**src/rtl/tdet_ram.sv**
```systemverilog
module tdet_ram #(
  parameter int WIDTH = 24,
  parameter int DEPTH = 128,
  parameter int AW    = (DEPTH > 1) ? $clog2(DEPTH) : 1
) (
  input  logic             clk,
  input  logic             we,
  input  logic [AW-1:0]    waddr,
  input  logic [WIDTH-1:0] wdata,
  input  logic [AW-1:0]    raddr,
  output logic [WIDTH-1:0] rdata
);

  logic [WIDTH-1:0] mem [DEPTH];

  always_ff @(posedge clk) begin
    if (we) begin
      mem[waddr] <= wdata;
    end
    rdata <= mem[raddr];
  end

endmodule

```
**config.mk**
```make
export PLATFORM = sky130hd
export DESIGN_NAME = tdet_ram
export DESIGN_NICKNAME = d
export VERILOG_FILES = /design/src/rtl/tdet_ram.sv
export SDC_FILE = /design/constraint.sdc
export NUM_CORES = 2
export LEC_CHECK = 0
export BUFFER_PORTS_ARGS = -buffer_cell sky130_fd_sc_hd__clkbuf_2
export CAP_MARGIN = 20
export CORE_ASPECT_RATIO = 1.75
export CORE_MARGIN = 1.5
export CORE_UTILIZATION = 45
export CTS_BUF_LIST = sky130_fd_sc_hd__clkbuf_2 sky130_fd_sc_hd__clkbuf_4 sky130_fd_sc_hd__clkbuf_8
export DETAILED_ROUTE_END_ITERATION = 7
export SYNTH_ARGS = -nofsm -noshare
export SYNTH_HDL_FRONTEND = slang
export SYNTH_SLANG_ARGS = --single-unit
```
**constraint.sdc**
```tcl
create_clock -name clk -period 6.67 [get_ports clk]
set_input_delay 0.3335 -clock clk [delete_from_list [all_inputs] [get_ports clk]]
set_output_delay 0.3335 -clock clk [all_outputs]
set_load 0.1 [all_outputs]
```
; ---- After elaboration in Yosys (flattened, before gate mapping)
; Memory sizes are Yosys's and may differ from the RTL's. A register that Yosys moved wholly into a read port is not among the register bits.
; Cells that the tools add are included.
[word_totals]
ff_bits = 0
ramBits = 3072
input_bits = 40
output_inout_bits = 24
wordCells = 3
mem_count = 1
[mem_list]
columns = memory, words, width, read_ports, rd_ports_with_merged_regs, write_ports, line_no
row1 = mem, 128, 24, 1, 1, 1, 14  ; logic [WIDTH-1:0] mem [DEPTH];
[classes]
muxes = 2
[ops]
columns = operator, count
row1 = $mux W1, 2

; ---- Depth between registers and ports, before layout
[logic_depth]
word_depth = 2
depth_mapped = 8

; ---- Worst setup path after synthesis
; Ideal clock, no wire load.
[synth_path]
path_type = input-to-reg
from = input we
to = memory mem[98][0] (enable)
setup_time_ps = 435
arrival_ps = 2575
required_time_ps = 6235
path_slack_ps = 3660
cell_stages = 3
path_buffers = 1
path_cell_list = clkbuf_1 nand4_1 nor3_1
[synth_via]
elab_chain_cells = 2
[synth_lines]
columns = element, line_no
row1 = start: declaration, 7  ; input logic we,
row2 = $mux W1, 17  ; if (we) begin
row3 = $mux W1 (implied by the code), 18  ; mem[waddr] <= wdata;
row4 = end: declaration, 14
; Every way passes these cells.

==> run metrics <==
cts repair resizes=0; Worst-Skew Late Latency=1000 ps; required time of the critical path=between 7000 and 8000 ps; die width=slightly below 400 um; Period minus WS final=slightly above 3000 ps; CP Data Arrival Time=around 4000 ps; IO buf count=63; total number of yosys warnings=0; P per Cell Area=approximately 290 nW/um^2; Post-CTS Setup Bufs=0; first-pass GRT wire length=441,000 um; setup TNS=0 ps; #FFs+latches synth=roughly 3,100; Final nets=between 5,000 and 6,000; Tcrit/Tclk final=0.464; I/O pin total=64; GRT Resource Usage Total=0.243; row count=247; initial drt markers=about 6,000; Hold Vio Cnt, Final=0; Routed Antenna Nets=0; Core Area=about 260,000 um^2; root buffer cell=clkbuf_8; P&R area growth vs syn=12.8%; VDD IR max=roughly 0.00024 V; worst clock skew=around 62 ps; vias per cell=~6.0; H-tree Lvls=5; CTS Buf Count=412; Fmax=323 MHz; largest net degree at the start of global routing=122; Rel. slew slack=0.160; Worst Setup End Kind=flop; Hold/Removal Path Class=input pin to flop; most frequent cells after synthesis=edfxtp_1 (3,072), mux4_2 (1,008), clkbuf_1 (151); Core Util, Final=0.511; Area contributors post-synth=edfxtp_1 (79%), mux4_2 (19%), clkbuf_1 (0.48%); max_cap viols=0; Max Slew Vio Count=0; run status=completed; synthesized cell area=117,000 um^2; DRT Pass-1 Iters=5; endpoints failing setup=0; RSZ-0062 raised after global routing=false; maximum clock path buffer count=4; post-synth top area share=0.786; Remaining DRCs=0; syn avg cell area=around 26 um^2; CTS tree=built; Synth area leader=edfxtp_1; Cells after Synth=about 4,500; cell with the most instances after synthesis=edfxtp_1; crit path launch type=input pin; GP Congestion=0.817; Post-synth EDFFs=roughly 3,100; leakage=40.2 nW; initial antenna violation count=44; WL final=319,000 um; Initial Utilization=0.453; cell area after layout=132,000 um^2; Die Y=about 680 um; Worst Tran Pin Value=between 1000 and 1500 ps; clock sinks=approximately 3,100; Vias=around 53,000; Die ar.=around 260,000 um^2; Placed Area=between 100,000 and 150,000 um^2; sequential share of the synthesized area=0.790; crit-path max FO=85; share of layout cells above drive strength 1=0.386; Top FF cell, synth=edfxtp_1; wire per inst=36.3 um; CTS Hold Bufs=24; post-DP HPWL=about 180,000 um; asr flop ratio synth=0; Clock transition at path regs=approximately 70 ps; Syn Nets=4,578; crit path kind=input pin to flop; total gr overflow=0; Distinct cells, synth=16; vias in the first global route=55,400
[flip-flops by register name (all words and copies together), names as in the netlist]
| name | flops |
|---|---|
| mem | 3072 |
| rdata | 24 |
[metrics by stage]
step	instances	hold WS (ps)	power, mW	worst slack (ps)
final	8790	124	37.9	3570
after global routing	8779	105	38.9	3440
after CTS	8657	36.2	38.1	3610
after detailed placement	7893	813	24.3	2540
after global placement	7879	806	24.3	2550
after floorplan	4538	432	23.2	3660
[where the power goes]
group	internal [mW]	switching, mW	leakage, nW	total [mW]
Sequential	21.5	0.0868	27.8	21.6
Combinational	0.789	1.51	8.15	2.30
Clock	7.09	6.92	4.23	14.0
[routing by layer]
metal / global-route usage / up-vias / routed length, um
met5: 0 / - / 96
met4: 0.114 / 14 / 14900
met3: 0.0315 / 455 / 19600
met2: 0.439 / 2213 / 173000
met1: 0.288 / 29500 / 112000
li1: - / 21000 / -
[cells by family after synthesis]
| kind of cell | synth area share |
|---|---|
| muxes | 0.196 |
| DFF | 0.790 |
| and+or+nand+nor | 0.00594 |
| buffers and inverters | 0.00838 |
[layout by cell type, fill, tap and decap left out]
| master | netlist | layout |
|---|---|---|
| buf_12 | 0 | 43 |
| buf_16 | 0 | 2 |
| buf_2 | 60 | 1 |
| buf_4 | 0 | 160 |
| buf_8 | 0 | 3 |
| bufinv_16 | 0 | 11 |
| clkbuf_2 | 0 | 33 |
| clkbuf_4 | 0 | 129 |
| clkbuf_8 | 0 | 427 |
| clkinv_1 | 0 | 103 |
| clkinv_2 | 0 | 54 |
| clkinvlp_4 | 0 | 8 |
| dfxtp_1 | 24 | 24 |
| diode_2 | 0 | 125 |
| dlygate4sd3_1 | 0 | 24 |
| edfxtp_1 | 3072 | 3072 |
| inv_6 | 0 | 7 |
| inv_8 | 0 | 1 |
| mux2_2 | 24 | 24 |
| mux4_2 | 1008 | 1008 |
| nand2_1 | 14 | 11 |
| nand2_2 | 0 | 3 |
| nand2b_1 | 2 | 2 |
| nand3_1 | 12 | 8 |
| nand3_2 | 0 | 4 |
| nand4_1 | 3 | 3 |
| nor2_1 | 122 | 3 |
| nor2_2 | 0 | 6 |
| nor2_4 | 0 | 113 |
| nor2b_1 | 7 | 7 |
| nor3_2 | 0 | 9 |
| or3_1 | 1 | 1 |
[worst paths after layout]
check	end	slack, ps	depth (start not counted)	from
setup reg to reg	rdata[11]	3990	4	mem[62][11]
hold / removal	rdata[10]	120	3	raddr[3]
hold reg to reg	rdata[7]	1140	4	mem[87][7]
setup / recovery	rdata[5]	3570	6	raddr[0]
[cell type report]
class / instances / area, um^2
Fill cell: 20100 / 127000
Antenna cell: 125 / 313
Sequential cell: 3096 / 92700
Clock inverter: 184 / 1120
Tap cell: 3361 / 4210
Multi-Input combinational cell: 1202 / 24600
Clock buffer: 556 / 6850
Timing Repair Buffer: 266 / 2570
[worst max-delay path: stages]
cell and delay (ps):
buf_12 580, buf_12 560, mux4_2 600, mux4_2 710, mux4_2 630, mux2_2 290
Note: power is estimated with default switching activity, not from simulation.
