===== src/rtl/tdet_pkg.sv =====
package tdet_pkg;

  localparam int MAX_SLOTS_DEF = 128;
  localparam int SLOT_UNITS    = 230400;
  localparam int SLOT_SH       = 10;
  localparam int SLOT_DIV      = 225;
  localparam int SLOT_RECIP    = 4772186;
  localparam int SLOT_RECIP_SH = 30;
  localparam int TSLOT_W       = 15;
  localparam int DIV_DW        = 40;
  localparam int DIV_RW        = 24;
  localparam int TO_NEXT_W     = 18;
  localparam int SPEED_W       = 24;
  localparam int TIME_W        = 40;

  localparam logic CMD_WRITE = 1'b0;
  localparam logic CMD_QUERY = 1'b1;

  typedef struct packed {
    logic               cmd;
    logic [6:0]         slot_index;
    logic signed [23:0] slot_speed;
    logic               edge_found;
    logic [31:0]        edge_length;
    logic signed [31:0] avg_time;
    logic [31:0]        start_time;
    logic [7:0]         slot_count;
  } in_t;

  typedef struct packed {
    logic [39:0] travel_time;
    logic        unreachable;
  } out_t;

  typedef struct packed {
    logic              done;
    logic [DIV_DW-1:0] quo;
    logic [DIV_RW-1:0] rem;
  } div_res_t;

endpackage


===== src/rtl/tdet_div.sv =====
module tdet_div (
  input  logic                        clk,
  input  logic                        rst_n,
  input  logic                        go,
  input  logic [tdet_pkg::DIV_DW-1:0] dividend,
  input  logic [tdet_pkg::DIV_RW-1:0] divisor,
  output tdet_pkg::div_res_t          res
);
  import tdet_pkg::*;

  localparam int CNT_W = $clog2(DIV_DW + 1);

  logic [DIV_DW-1:0] dvd_r, quo_r;
  logic [DIV_RW:0]   rem_r;
  logic [DIV_RW-1:0] dvs_r;
  logic [CNT_W-1:0]  cnt_r;
  logic              run_r, done_r;
  logic [DIV_RW:0]   rem_sh, rem_sub;
  logic              ge;

  assign rem_sh  = {rem_r[DIV_RW-1:0], dvd_r[DIV_DW-1]};
  assign ge      = rem_sh >= {1'b0, dvs_r};
  assign rem_sub = rem_sh - {1'b0, dvs_r};

  always_ff @(posedge clk) begin
    if (!rst_n) begin
      run_r  <= 1'b0;
      done_r <= 1'b0;
      cnt_r  <= '0;
    end else begin
      done_r <= 1'b0;
      if (go) begin
        run_r <= 1'b1;
        cnt_r <= CNT_W'(DIV_DW);
        dvd_r <= dividend;
        dvs_r <= divisor;
        rem_r <= '0;
        quo_r <= '0;
      end else if (run_r) begin
        dvd_r <= {dvd_r[DIV_DW-2:0], 1'b0};
        rem_r <= ge ? rem_sub : rem_sh;
        quo_r <= {quo_r[DIV_DW-2:0], ge};
        cnt_r <= cnt_r - CNT_W'(1);
        if (cnt_r == CNT_W'(1)) begin
          run_r  <= 1'b0;
          done_r <= 1'b1;
        end
      end
    end
  end

  assign res.done = done_r;
  assign res.quo  = quo_r;
  assign res.rem  = rem_r[DIV_RW-1:0];

endmodule


===== config.mk =====
export PLATFORM = sky130hd
export DESIGN_NAME = tdet_div
export DESIGN_NICKNAME = d
export VERILOG_FILES = /design/src/rtl/tdet_pkg.sv /design/src/rtl/tdet_div.sv
export SDC_FILE = /design/constraint.sdc
export NUM_CORES = 1
export LEC_CHECK = 0
export ABC_AREA = 1
export BUFFER_PORTS_ARGS = -buffer_cell sky130_fd_sc_hd__buf_2
export CORE_MARGIN = 4
export CORE_UTILIZATION = 30
export CTS_CLUSTER_DIAMETER = 30
export CTS_CLUSTER_SIZE = 10
export DETAILED_ROUTE_END_ITERATION = 8
export GPL_ROUTABILITY_DRIVEN = 0
export PLACE_DENSITY = 0.46
export SLEW_MARGIN = 20
export SYNTH_ARGS = -nofsm -noshare
export SYNTH_HDL_FRONTEND = slang
export SYNTH_SLANG_ARGS = --single-unit

===== constraint.sdc =====
create_clock -name clk -period 4.3 [get_ports clk]
set_input_delay 0 -clock clk [delete_from_list [all_inputs] [get_ports clk]]
set_output_delay 0 -clock clk [all_outputs]
set_load 0.02 [all_outputs]

-- Yosys cells after proc, flatten, opt, wreduce, memory -nomap -nowiden
Index checks and enable logic that the tools add are counted.
- add/subtract/negate cells: 2
- magnitude comparators: 1
- equal/unequal tests: 1
- muxes and demuxes: 11
- bitwise gates (word level): 2
- reduce and logical (&&, ||, !) cells: 5
- operators by type and width (operator ; number):
    40-bit 2-to-1 mux ; 3
    24-bit 2-to-1 mux ; 2
    25-bit by 24-bit greater-or-equal comparator with 1-bit output ; 1
    24-bit subtractor ; 1
    6-bit 2-to-1 mux ; 2
    6-bit by 1-bit == test with 1-bit output, second input constant ; 1
    6-bit by 1-bit subtractor with 6-bit output, second input constant ; 1
    1-bit 2-to-1 mux ; 4
    2-bit AND reduction ; 2
    3-bit OR reduction ; 1
    1-bit inverter ; 2
    2-bit nonzero test ; 1
    2-bit OR reduction ; 1
- register bits after elaboration: 136
- input port bits: 67
- word-level logic and storage cells: 30

-- Depth between registers and ports, before layout
Gate-level depths: netlist of run 1.
- depth in word-level cells: 4
- mapped depth: 15

-- Worst setup path after synthesis of run 1
Ideal clock, no wire load.
- path kind: register -> register
- start point: register run_r
- end point: register dvd_r[0] (enable)
- arrival time: 2.671 ns
- data required time: 3.833 ns
- slack: 1.162 ns
- stages on the path, launching flop included: 3
- path buffers: 0
- period minus slack after synthesis: 3.138 ns
- path through: dfxtp_1 -> nand2_1 -> nand2_1
- word-level cells in the longest chain between the ends: 2
- ends and longest elaborated chain (what ; RTL line ; text):
    start, declared ; tdet_div.sv:17 ; logic run_r, done_r;
    start signal, assigned ; tdet_div.sv:27 ; run_r <= 1'b0;
    start signal, assigned ; tdet_div.sv:33 ; run_r <= 1'b1;
    start signal, assigned ; tdet_div.sv:45 ; run_r <= 1'b0;
    2-bit nonzero test (no source line) ; -- ;
    2-bit AND reduction (no source line) ; -- ;
    end signal, assigned ; tdet_div.sv:35 ; dvd_r <= dividend;
    end signal, assigned ; tdet_div.sv:40 ; dvd_r <= {dvd_r[DIV_DW-2:0], 1'b0};
    end, declared ; tdet_div.sv:13 ; logic [DIV_DW-1:0] dvd_r, quo_r;
Every way passes these cells.
A chain may end at the register's enable or synchronous reset.

-- Worst setup path in the final report of run 1
- start point: register rem_r[21]
- end point: register rem_r[23], data pin
- word-level cells in the longest chain between the ends: 3
- elaborated cells on any way between the ends: 4
- ends and longest elaborated chain (what ; RTL line ; text):
    start, declared ; tdet_div.sv:14 ; logic [DIV_RW:0] rem_r;
    start signal, assigned ; tdet_div.sv:41 ; rem_r <= ge ? rem_sub : rem_sh;
    24-bit subtractor / 25-bit by 24-bit greater-or-equal comparator with 1-bit output (equally long branches) ; tdet_div.sv:23, tdet_div.sv:22 ;
    24-bit 2-to-1 mux (*) ; tdet_div.sv:41 ;
    24-bit 2-to-1 mux (*) ; tdet_div.sv:39 ; end else if (run_r) begin
Mark *: on every way between the ends. The rest lies on a longest branch, timed or not. The select of a mux whose other input is x is not followed.

==> results of run 1 <==
[cell families (layout without fill, tap and decap cells)]
kind of cell / Yosys count / count (layout)
XOR/XNOR: 9 / 9
flip-flops: 136 / 136
AND/OR/NAND/NOR: 503 / 503
buffers and inverters: 192 / 404
other: 0 / 2
AO/OA/AOI/OAI: 24 / 24
adder cells (fa/ha/maj): 27 / 27
[state kept, by name, summed over array words and instances (netlist names)]
signal  cells
dvd_r      40
dvs_r      24
quo_r      40
rem_r      24
run_r       1
cnt_r       6
done_r      1
[timing repair]
item | 4_1_cts | 5_1_grt
hold buffers | 65 | 0
hold endpoints to repair | 71 | 0
endpoints found under the setup margin | 0 | 0
[synth_stat cells, drive strengths merged]
master / number
nand2: 325
inv: 169
edfxtp: 128
nor2: 117
nand3: 31
ha: 26
a21oi: 16
nand4: 16
clkbuf: 14
dfxtp: 8
xnor2: 8
buf: 7
nand3b: 5
nor3: 5
a31oi: 2
clkinv: 2
nor4: 2
o21bai: 2
a211oi: 1
a21o: 1
fa: 1
nor3b: 1
o21a: 1
o21ai: 1
or2: 1
xor2: 1
[per-stage QoR]
step	utilization	setup slack [ps]	cells	cell area, µm²	hold WS [ps]
final	0.396	1590	1429	9640	89.2
after global routing	0.396	1330	1429	9640	109
after CTS	0.396	1540	1427	9630	82.4
after detailed placement	0.346	1540	1330	8400	178
after global placement	0.346	1540	1330	8400	178
after floorplan	-	1160	891	7410	98.9
[final cells by class]
class	instances	area [µm²]	area share
repair buffers	201	1340	0.139
flip-flops and latches	136	4000	0.415
multi-input cells	563	2660	0.276
inverters	171	642	0.0666
clock inverters	15	154	0.0160
clock buffers	17	425	0.0441
well taps	324	405	0.0421
diodes	2	5.00	0.000519
[critical path, delay by kind of cell (launching register included)]
family | cells | cell delay (ps)
and+or+nand+nor | 7 | 1120
AOI/OAI and AO/OA | 2 | 510
DFF | 1 | 410
adders and majority gates | 1 | 390
buffers and inverters | 1 | 30
[worst max path at each step]
stage | to | slack, ps | cells past startpoint
after global routing | rem_r[22] | 1330 | 13
after detailed placement | rem_r[23] | 1540 | 11
after global placement | rem_r[23] | 1540 | 11
after CTS | rem_r[23] | 1540 | 11
after floorplan | dvd_r[0] | 1160 | 2
final | rem_r[23] | 1590 | 11
[per-layer routing]
| metal | share of wire | track usage | up-vias |
|---|---|---|---|
| met5 | 0 | 0 | - |
| met4 | 0.012 | 0.0393 | 0 |
| met3 | 0.053 | 0.0410 | 14 |
| met2 | 0.45 | 0.226 | 123 |
| met1 | 0.49 | 0.198 | 2774 |
| li1 | - | - | 3169 |
[power by group]
part           switching [mW]  total, mW  internal (mW)  leakage [nW]
sequential             0.0647       1.68           1.61          1.32
combinational           0.674       1.04          0.367          3.20
clock                   0.687       1.46          0.777         0.280
==> reports/metrics.cfg, run 1 <==
[clock_network]
clock_tree.htree_level_count = 4
worst_skew_pair_later_pin_latency_ps = 420
clkTransAtPathRegs_ps = 60
cts_buffers = 17
cts_root_buffer = clkbuf_16
cts_resized = 0
cts.sinks = 136
cts_tree = yes
buffer_count_from_post_cts_setup_fixing = 0
clk_path_buf_depth = 2

[layout]
layout.filler_cells = 2539
drive_gt1_frac = 0.171
commonest_non_fill_non_tap_cells_in_the_layout = nand2_1 (317), inv_1 (166), buf_2 (131), edfxtp_1 (128), nor2_1 (114)
final_common_cell = nand2_1
num-nets-final = 1184
area_overhead_vs_synth_pct = 30.2

[timing]
fin_setup_tns_ps = 0
setup_viol = 0
slew_viol_final = 0
rsz_0062_raised_after_global_routing = no
hold_viol_final = 0
achievable-frequency_mhz = 368
slew-limit-headroom = 0.436
post-route-period-util = 0.631
final_period_minus_worst_setup_slack_ps = 2710
fin_skew_ps = 8.81
tightest_slew_ps = 846

[logic_synthesis]
yosys.area_share.adder = 0.0466
synth_area_leader_cell = edfxtp_1
yosysTopAreaCellShare = 0.519
synth_compound_area_frac = 0.0203
yosysUniqueCellTypes = 38
parity_gate_share_of_the_synthesized_area_counting_xor_and_xnor_cells = 0.0106
synth.area.mux_share = 0
synth-seq-cells = 136
ys.warnings.count = 0
synth_top_family_by_area = simple AND/OR/NAND/NOR gates
synth_nets = 985
cell_area_after_synthesis_um2 = 7410
netlist_top_cells_area = edfxtp_1 (52%), nand2_1 (16%), inv_1 (8.5%), nor2_1 (5.8%), ha_1 (4.4%)
post_syn_instances = 891
seq_area_frac_synth = 0.541
post_synth_and_or_nand_nor_area_fraction = 0.281
syn-mean-instance-area_um2 = 8.31

[die]
floorplan.initialDensity = 0.305
placeableCoreArea_um2 = 24300
standard_cell_row_count = 57
die_width_um = 165
dieHeight_um = 165
fp.dieArea_um2 = 27300
boundaryPins = 132

[min_path]
holdPathEnd = cnt_r[3]
hold_path_depth = 3
min-delay-path-class = primary input to flip-flop
hp-start = go

[setup_path]
critical-path-slowest-cell = nand3_4
cp_endpoint_kind = flip-flop
arrival_ps = 2890
timing.critical_path.mode_cell = nand2_1
crit_path_cell_trace = ha_1 -> a21oi_2 -> nor2_1 -> nor2_1 -> nand2_1 -> a21oi_4 -> nand3_4 -> nand2_1 -> nand2_1 -> nand2_1 -> inv_1
worst_ep_required_time_ps = 4480
path_max_fanout = 36
worst_r2r_startpoint = rem_r[21]
r2r.worst_path.cells = 11
timing_worst_setup_path_type = flip-flop to flip-flop
cp-startpoint = rem_r[21]
flop2flop_setup_slack_ps = 1590
worst_reg2reg_endpoint = rem_r[23]
critical_path.startpoint_type = flip-flop
cp_slowest_stage_delay_ps = 460

[routing]
drt_first_iter_violations = 264
drcViolationCount = 0
postRouteAntennaNets = 0
drt-wirelength-per-cell_um = 13.5
num_vias = 6080
vias_per_cell = 4.25
count_of_tritonroute_iterations_in_the_first_routing_pass = 5
routed_wl_um = 19200

[global_route]
via_count_of_the_first_global_routing_pass = 5953
globalRoute.totalOverflow = 0
grt_start_max_net_pins = 82
initial_antenna_violation_count = 2
grt_use_total = 0.145
grt_pass1_wl_um = 30700

[job]
maxCapViolCount = 0

[placement]
io_buffers = 131
hpwlAfterDp_um = 13600

[power_and_ir_drop]
p_total_mw = 4.18
max-vdd-ir-drop_mv = 0.212
power_density_nw_per_um2 = 434
power_leakage_nw = 4.80

[status]
status = finished, final reports clean

Power figures use the tool's default switching activity.
==> inputs of run 2 (changes only) <==
--- a/config.mk
+++ b/config.mk
@@ -13,7 +13,7 @@
 export CTS_CLUSTER_SIZE = 10
 export DETAILED_ROUTE_END_ITERATION = 8
 export GPL_ROUTABILITY_DRIVEN = 0
-export PLACE_DENSITY = 0.46
+export PLACE_DENSITY = 0.48
 export SLEW_MARGIN = 20
 export SYNTH_ARGS = -nofsm -noshare
 export SYNTH_HDL_FRONTEND = slang
==> constraint.sdc (replaced) <==
create_clock -name clk -period 2.4 [get_ports clk]
set_input_delay 0 -clock clk [delete_from_list [all_inputs] [get_ports clk]]
set_output_delay 0 -clock clk [all_outputs]
set_load 0.02 [all_outputs]
==> run 2 against run 1 <==
Against the previous run: flip-flop and latch count stayed put; via count increased by 2.7%; final cell count is 0.84% higher; count of clock-buffer cells in the layout unchanged; critical path depth is 1 lower; worst setup slack got worse by 1400 ps; register-to-register slack got worse by 1400 ps; clock power increased by 96%; sequential share of layout area shrank 1.3 points; sequential power rose by 80%; wire length rose by 5.3%.
==> reports/metrics.cfg, run 2 (synthesis gave the netlist of run 1 again) <==
[min_path]
hp-start = go  ; unchanged
min-delay-path-class = primary input to flip-flop  ; unchanged
holdPathEnd = done_r  ; was cnt_r[3]
hold_path_depth = 3  ; unchanged

[clock_network]
clk_path_buf_depth = 2  ; unchanged
cts_tree = yes  ; unchanged
clock_tree.htree_level_count = 4  ; unchanged
cts.sinks = 136  ; unchanged
worst_skew_pair_later_pin_latency_ps = 430  ; was 420 ps
cts_buffers = 17  ; unchanged
clkTransAtPathRegs_ps = 70  ; was 60 ps
cts_root_buffer = clkbuf_16  ; unchanged

[timing]
post-route-period-util = 0.936  ; was 0.631
setup_viol = 0  ; unchanged
hold_viol_final = 0  ; unchanged
fin_skew_ps = 8.32  ; was 8.81 ps
fin_setup_tns_ps = 0  ; unchanged
achievable-frequency_mhz = 445  ; was 368 MHz
final_period_minus_worst_setup_slack_ps = 2250  ; was 2710 ps
slew-limit-headroom = 0.622  ; was 0.436
tightest_slew_ps = 568  ; was 846 ps
slew_viol_final = 0  ; unchanged
rsz_0062_raised_after_global_routing = yes  ; was no
postLayoutSetupSlackWorst_ps = 154  ; was 1590 ps

[layout]
finalInstanceArea_um2 = 9940  ; was 9640 µm²
num-nets-final = 1198  ; was 1184
layout.core_utilization = 0.409  ; was 0.396
final_common_cell = nand2_1  ; unchanged
top_flop_regs = dvd_r x40, quo_r x40  ; unchanged
area_overhead_vs_synth_pct = 34.2  ; was 30.2%
layout.filler_cells = 2448  ; was 2539
finalNonFillerCells = 1441  ; was 1429
commonest_non_fill_non_tap_cells_in_the_layout = nand2_1 (316), inv_1 (166), buf_2 (131), edfxtp_1 (128), nor2_1 (112)  ; was nand2_1 (317), inv_1 (166), buf_2 (131), edfxtp_1 (128), nor2_1 (114)
drive_gt1_frac = 0.197  ; was 0.171
n_antenna_cell = 0  ; was 2

[power_and_ir_drop]
power_density_nw_per_um2 = 795  ; was 434 nW/µm²
power_leakage_nw = 4.89  ; was 4.80 nW
max-vdd-ir-drop_mv = 0.440  ; was 0.212 mV

[routing]
vias_per_cell = 4.33  ; was 4.25
num_vias = 6246  ; was 6080
drcViolationCount = 0  ; unchanged
drt-wirelength-per-cell_um = 14.1  ; was 13.5 µm
count_of_tritonroute_iterations_in_the_first_routing_pass = 4  ; was 5
postRouteAntennaNets = 0  ; unchanged
routed_wl_um = 20300  ; was 19200 µm
drt_first_iter_violations = 340  ; was 264

[global_route]
grt_use_total = 0.150  ; was 0.145
via_count_of_the_first_global_routing_pass = 6123  ; was 5953
grt_pass1_wl_um = 31600  ; was 30700 µm
initial_antenna_violation_count = 0  ; was 2
globalRoute.totalOverflow = 0  ; unchanged
grt_start_max_net_pins = 66  ; was 82

[setup_path]
flop2flop_setup_slack_ps = 150  ; was 1590 ps
arrival_ps = 2440  ; was 2890 ps
timing_worst_setup_path_type = flip-flop to flip-flop  ; unchanged
cp_slowest_stage_delay_ps = 460  ; about the same
critical-path-slowest-cell = edfxtp_1  ; was nand3_4
crit_path_cell_trace = ha_2 -> nand2_1 -> nor2_2 -> nand3_1 -> nand3b_4 -> nand3_4 -> buf_4 -> nand2_1 -> nor2_1 -> nor2_1  ; was ha_1 -> a21oi_2 -> nor2_1 -> nor2_1 -> nand2_1 -> a21oi_4 -> nand3_4 -> nand2_1 -> nand2_1 -> nand2_1 -> inv_1
cp_endpoint_kind = flip-flop  ; unchanged
worst_reg2reg_endpoint = rem_r[17]  ; was rem_r[23]
critical_path.startpoint_type = flip-flop  ; unchanged
worst_r2r_startpoint = rem_r[18]  ; was rem_r[21]
path_max_fanout = 8  ; was 36
worst_ep_required_time_ps = 2590  ; was 4480 ps
r2r.worst_path.cells = 10  ; was 11

[die]
boundaryPins = 132  ; unchanged
dieHeight_um = 165  ; unchanged
standard_cell_row_count = 57  ; unchanged
floorplan.initialDensity = 0.305  ; unchanged
die_width_um = 165  ; unchanged
placeableCoreArea_um2 = 24300  ; unchanged
fp.dieArea_um2 = 27300  ; unchanged

[placement]
placed_area_um2 = 8530  ; was 8400 µm²
dp.cells = 1344  ; was 1330
pre_cts_ws_ps = 80.3  ; was 1540 ps
hpwlAfterDp_um = 14400  ; was 13600 µm
io_buffers = 131  ; unchanged

[status]
status = finished, final reports clean  ; unchanged

[job]
maxCapViolCount = 0  ; unchanged

==> run 2: cell count changes in the layout (fill, tap and decap cells not counted), moves of 2 or more <==
cell	delta
ha_1	-13
buf_4	+12
ha_4	+8
ha_2	+5
buf_12	+2
bufinv_16	+2
clkinvlp_4	-2
diode_2	-2
nor2_1	-2
nor2_4	+2
==> run 2: per-stage QoR <==
step,hold WS (ps),power [mW]
floorplan,98.9,4.35
global placement,178,4.95
detailed placement,178,4.95
CTS,143,7.92
global route,163,8.34
finish,134,7.90
==> run 2: critical path: cells and delay by family, from the launching register on <==
family | cells | cell delay, ps
adder cells (fa/ha/maj) | 1 | 410
flip-flops | 1 | 460
buffers and inverters | 1 | 200
AND/OR/NAND/NOR | 8 | 950
==> run 2: cell type report <==
type                            instances  area (µm²)  share of cell area
Tap cell                              324         405              0.0408
Timing Repair Buffer                  215        1470               0.148
Clock inverter                         15         201              0.0203
Sequential cell                       136        4000               0.403
Inverter                              171         642              0.0646
Multi-Input combinational cell        563        2790               0.281
Clock buffer                           17         425              0.0428
==> run 2: worst max-delay path by stage <==
stage | from | cells after the start | slack [ps] | to
finish | rem_r[18] | 10 | 150 | rem_r[17]
global route | rem_r[8] | 11 | -7 | rem_r[14]
CTS | rem_r[15] | 10 | 50 | rem_r[14]
detailed placement | rem_r[15] | 10 | 80 | rem_r[17]
global placement | rem_r[15] | 10 | 100 | rem_r[17]
floorplan | rem_r[7] | 11 | 210 | rem_r[1]
==> run 2: per-layer routing <==
layer / GRT usage / wire [µm]
met2: 0.238 / 9150
met1: 0.198 / 9430
met5: 0 / 0
met4: 0.0439 / 285
met3: 0.0467 / 1410
==> run 2: power breakdown <==
group          total [mW]  leakage (nW)  internal [mW]  switching [mW]
Combinational        2.02          3.27          0.761            1.26
Clock                2.86         0.309           1.60            1.25
Sequential           3.02          1.32           2.89           0.131
Total                7.90          4.89           5.26            2.64
==> run 2: repair_timing <==
action / in CTS / in global routing
hold buffers: 65 / 0
gates resized for setup: 0 / 20
setup buffers: 0 / 0
setup endpoints to repair: 0 / 19
hold endpoints to repair: 71 / 0
==> inputs of run 3 (changes only) <==
--- a/config.mk
+++ b/config.mk
@@ -7,13 +7,13 @@
 export LEC_CHECK = 0
 export ABC_AREA = 1
 export BUFFER_PORTS_ARGS = -buffer_cell sky130_fd_sc_hd__buf_2
-export CORE_MARGIN = 4
+export CORE_MARGIN = 2
 export CORE_UTILIZATION = 30
 export CTS_CLUSTER_DIAMETER = 30
 export CTS_CLUSTER_SIZE = 10
 export DETAILED_ROUTE_END_ITERATION = 8
 export GPL_ROUTABILITY_DRIVEN = 0
-export PLACE_DENSITY = 0.48
+export PLACE_DENSITY = 0.46
 export SLEW_MARGIN = 20
 export SYNTH_ARGS = -nofsm -noshare
 export SYNTH_HDL_FRONTEND = slang
==> constraint.sdc (replaced) <==
create_clock -name clk -period 2.9 [get_ports clk]
set_input_delay 0 -clock clk [delete_from_list [all_inputs] [get_ports clk]]
set_output_delay 0 -clock clk [all_outputs]
set_load 0.02 [all_outputs]
==> run 3 against run 2 <==
Against the previous run: clock skew is 1.7 ps higher; wire length is 4.6% lower; clock power is 26% lower; maximum frequency is 9.7% lower; cell area is 2.7% lower; sequential power is 18% lower; register-to-register slack better by 260 ps; combinational power is 22% lower; global-route usage is 0.23 points higher; flip-flop and latch count stayed put; final cell count is 0.69% lower.
==> reports/metrics.cfg, run 3 (synthesis gave the netlist of run 1 again) <==
[timing]
post-route-period-util = 0.858  ; was 0.936
postLayoutSetupSlackWorst_ps = 413  ; was 154 ps
timing.hold.ws_ps = 201  ; was 134 ps
tightest_slew_ps = 739  ; was 568 ps
slew_viol_final = 0  ; unchanged
fin_skew_ps = 10.0  ; was 8.32 ps
achievable-frequency_mhz = 402  ; was 445 MHz
final_period_minus_worst_setup_slack_ps = 2490  ; was 2250 ps
rsz_0062_raised_after_global_routing = no  ; was yes
setup_viol = 0  ; unchanged
fin_setup_tns_ps = 0  ; unchanged
slew-limit-headroom = 0.507  ; was 0.622
hold_viol_final = 0  ; unchanged

[layout]
top_flop_regs = dvd_r x40, quo_r x40  ; unchanged
drive_gt1_frac = 0.174  ; was 0.197
area_overhead_vs_synth_pct = 30.6  ; was 34.2%
final_common_cell = nand2_1  ; unchanged
n_antenna_cell = 0  ; unchanged
commonest_non_fill_non_tap_cells_in_the_layout = nand2_1 (317), inv_1 (166), buf_2 (131), edfxtp_1 (128), nor2_1 (114)  ; was nand2_1 (316), inv_1 (166), buf_2 (131), edfxtp_1 (128), nor2_1 (112)
num-nets-final = 1188  ; was 1198
layout.core_utilization = 0.399  ; was 0.409
finalInstanceArea_um2 = 9670  ; was 9940 µm²

[clock_network]
cts_buffers = 17  ; unchanged
worst_skew_pair_later_pin_latency_ps = 420  ; was 430 ps
clock_tree.htree_level_count = 4  ; unchanged
buffer_count_from_post_cts_setup_fixing = 0  ; unchanged
cts_root_buffer = clkbuf_16  ; unchanged
holdBufCountCts = 65  ; unchanged
cts_tree = yes  ; unchanged
clkTransAtPathRegs_ps = 70  ; about the same
cts.sinks = 136  ; unchanged
cts_resized = 0  ; unchanged
clk_path_buf_depth = 2  ; unchanged

[die]
standard_cell_row_count = 57  ; unchanged
floorplan.initialDensity = 0.305  ; about the same
boundaryPins = 132  ; unchanged
dieHeight_um = 161  ; was 165 µm
die_width_um = 161  ; was 165 µm
fp.dieArea_um2 = 26000  ; was 27300 µm²
placeableCoreArea_um2 = 24200  ; was 24300 µm²

[placement]
placed_area_um2 = 8460  ; was 8530 µm²
io_buffers = 131  ; unchanged
hpwlAfterDp_um = 13500  ; was 14400 µm
pre_cts_ws_ps = 399  ; was 80.3 ps

[power_and_ir_drop]
power_density_nw_per_um2 = 638  ; was 795 nW/µm²
pwr-share-comb = 0.256  ; about the same
power.share.sequential = 0.403  ; was 0.383
cell_internal_pwr_mw = 4.09  ; was 5.26 mW
power_leakage_nw = 4.81  ; was 4.89 nW
sw_frac_of_total = 0.338  ; was 0.335
power.share.clock = 0.341  ; was 0.361
netSwitchingPower_mw = 2.08  ; was 2.64 mW
max-vdd-ir-drop_mv = 0.310  ; was 0.440 mV

[setup_path]
timing.critical_path.mode_cell = nor2_1
path_max_fanout = 17  ; was 8
arrival_ps = 2670  ; was 2440 ps
critical_path.startpoint_type = flip-flop  ; unchanged
critical-path-slowest-cell = edfxtp_1  ; unchanged
critical_path_buf_inv_count = 2  ; was 1
worst_ep_required_time_ps = 3080  ; was 2590 ps
cp_endpoint_kind = flip-flop  ; unchanged
timing_worst_setup_path_type = flip-flop to flip-flop  ; unchanged
largest_delay_share_family_worst_path = simple AND/OR/NAND/NOR gates  ; unchanged
cp_slowest_stage_delay_ps = 420  ; was 460 ps
crit_path_cell_trace = ha_1 -> nand2_2 -> nor2_1 -> nand2_1 -> nor2_2 -> nand2_4 -> nand3_4 -> buf_4 -> nand3_1 -> inv_1 -> nor2_1  ; was ha_2 -> nand2_1 -> nor2_2 -> nand3_1 -> nand3b_4 -> nand3_4 -> buf_4 -> nand2_1 -> nor2_1 -> nor2_1

[routing]
m1WireLength_um = 9130  ; was 9430 µm
num_vias = 6085  ; was 6246
drcViolationCount = 0  ; unchanged
vias_per_cell = 4.25  ; was 4.33
top_layer_used = met4  ; unchanged
met3RoutedLength_um = 941  ; was 1410 µm
drt-wirelength-per-cell_um = 13.5  ; was 14.1 µm
met2_length_um = 8990  ; was 9150 µm
drt_first_iter_violations = 350  ; was 340
count_of_tritonroute_iterations_in_the_first_routing_pass = 6  ; was 4
routed_wl_um = 19300  ; was 20300 µm
postRouteAntennaNets = 0  ; unchanged

[global_route]
grt_start_max_net_pins = 54  ; was 66
grt_use_total = 0.152  ; was 0.150
grt_pass1_wl_um = 31100  ; was 31600 µm
initial_antenna_violation_count = 0  ; unchanged
globalRoute.totalOverflow = 0  ; unchanged
via_count_of_the_first_global_routing_pass = 6050  ; was 6123

[status]
status = finished, final reports clean  ; unchanged

[job]
maxCapViolCount = 0  ; unchanged

[min_path]
min-delay-path-class = primary input to flip-flop  ; unchanged

-- run 3: final cells by class --
type                    count  area [µm²]
clock buffers              17         425
clock inverters            15         135
fillers                  2534       14600
inverters                 171         642
multi-input cells         563        2660
flip-flops and latches    136        4000
well taps                 324         405
repair buffers            205        1400
-- run 3: path summary, 6_finish.rpt --
check                 start        end  slack [ps]  cells after the start
setup / recovery  rem_r[19]  rem_r[11]         410                     11
hold / removal           go  dvd_r[11]         200                      3
setup reg to reg  rem_r[19]  rem_r[11]         410                     11
hold reg to reg    cnt_r[5]   cnt_r[5]         480                      2
-- run 3: power groups by stage --
stage / sequential, mW / combinational (mW) / clock, mW
floorplan: 2.64 / 0.954 / 0
global placement: 2.53 / 1.53 / 0
detailed placement: 2.53 / 1.52 / 0
CTS: 2.49 / 1.60 / 2.19
global route: 2.51 / 1.79 / 2.24
finish: 2.49 / 1.58 / 2.11
-- run 3: metal layers --
layer,global-route usage,up-vias
met5,0,-
met4,0.0459,0
met1,0.196,2760
met3,0.0408,21
li1,-,3182
met2,0.252,122
-- run 3: through the flow --
stage                     cells  power, mW
after CTS                  1431       6.28
after floorplan             891       3.60
after global routing       1431       6.55
final                      1431       6.17
after global placement     1334       4.06
after detailed placement   1334       4.06
-- run 3: worst reg2reg max path, delay by kind of cell (launching register included) --
kind / cells / cell delay, ps
adder cells (fa/ha/maj): 1 / 420
buffers and inverters: 2 / 310
flip-flops: 1 / 420
AND/OR/NAND/NOR: 8 / 1090
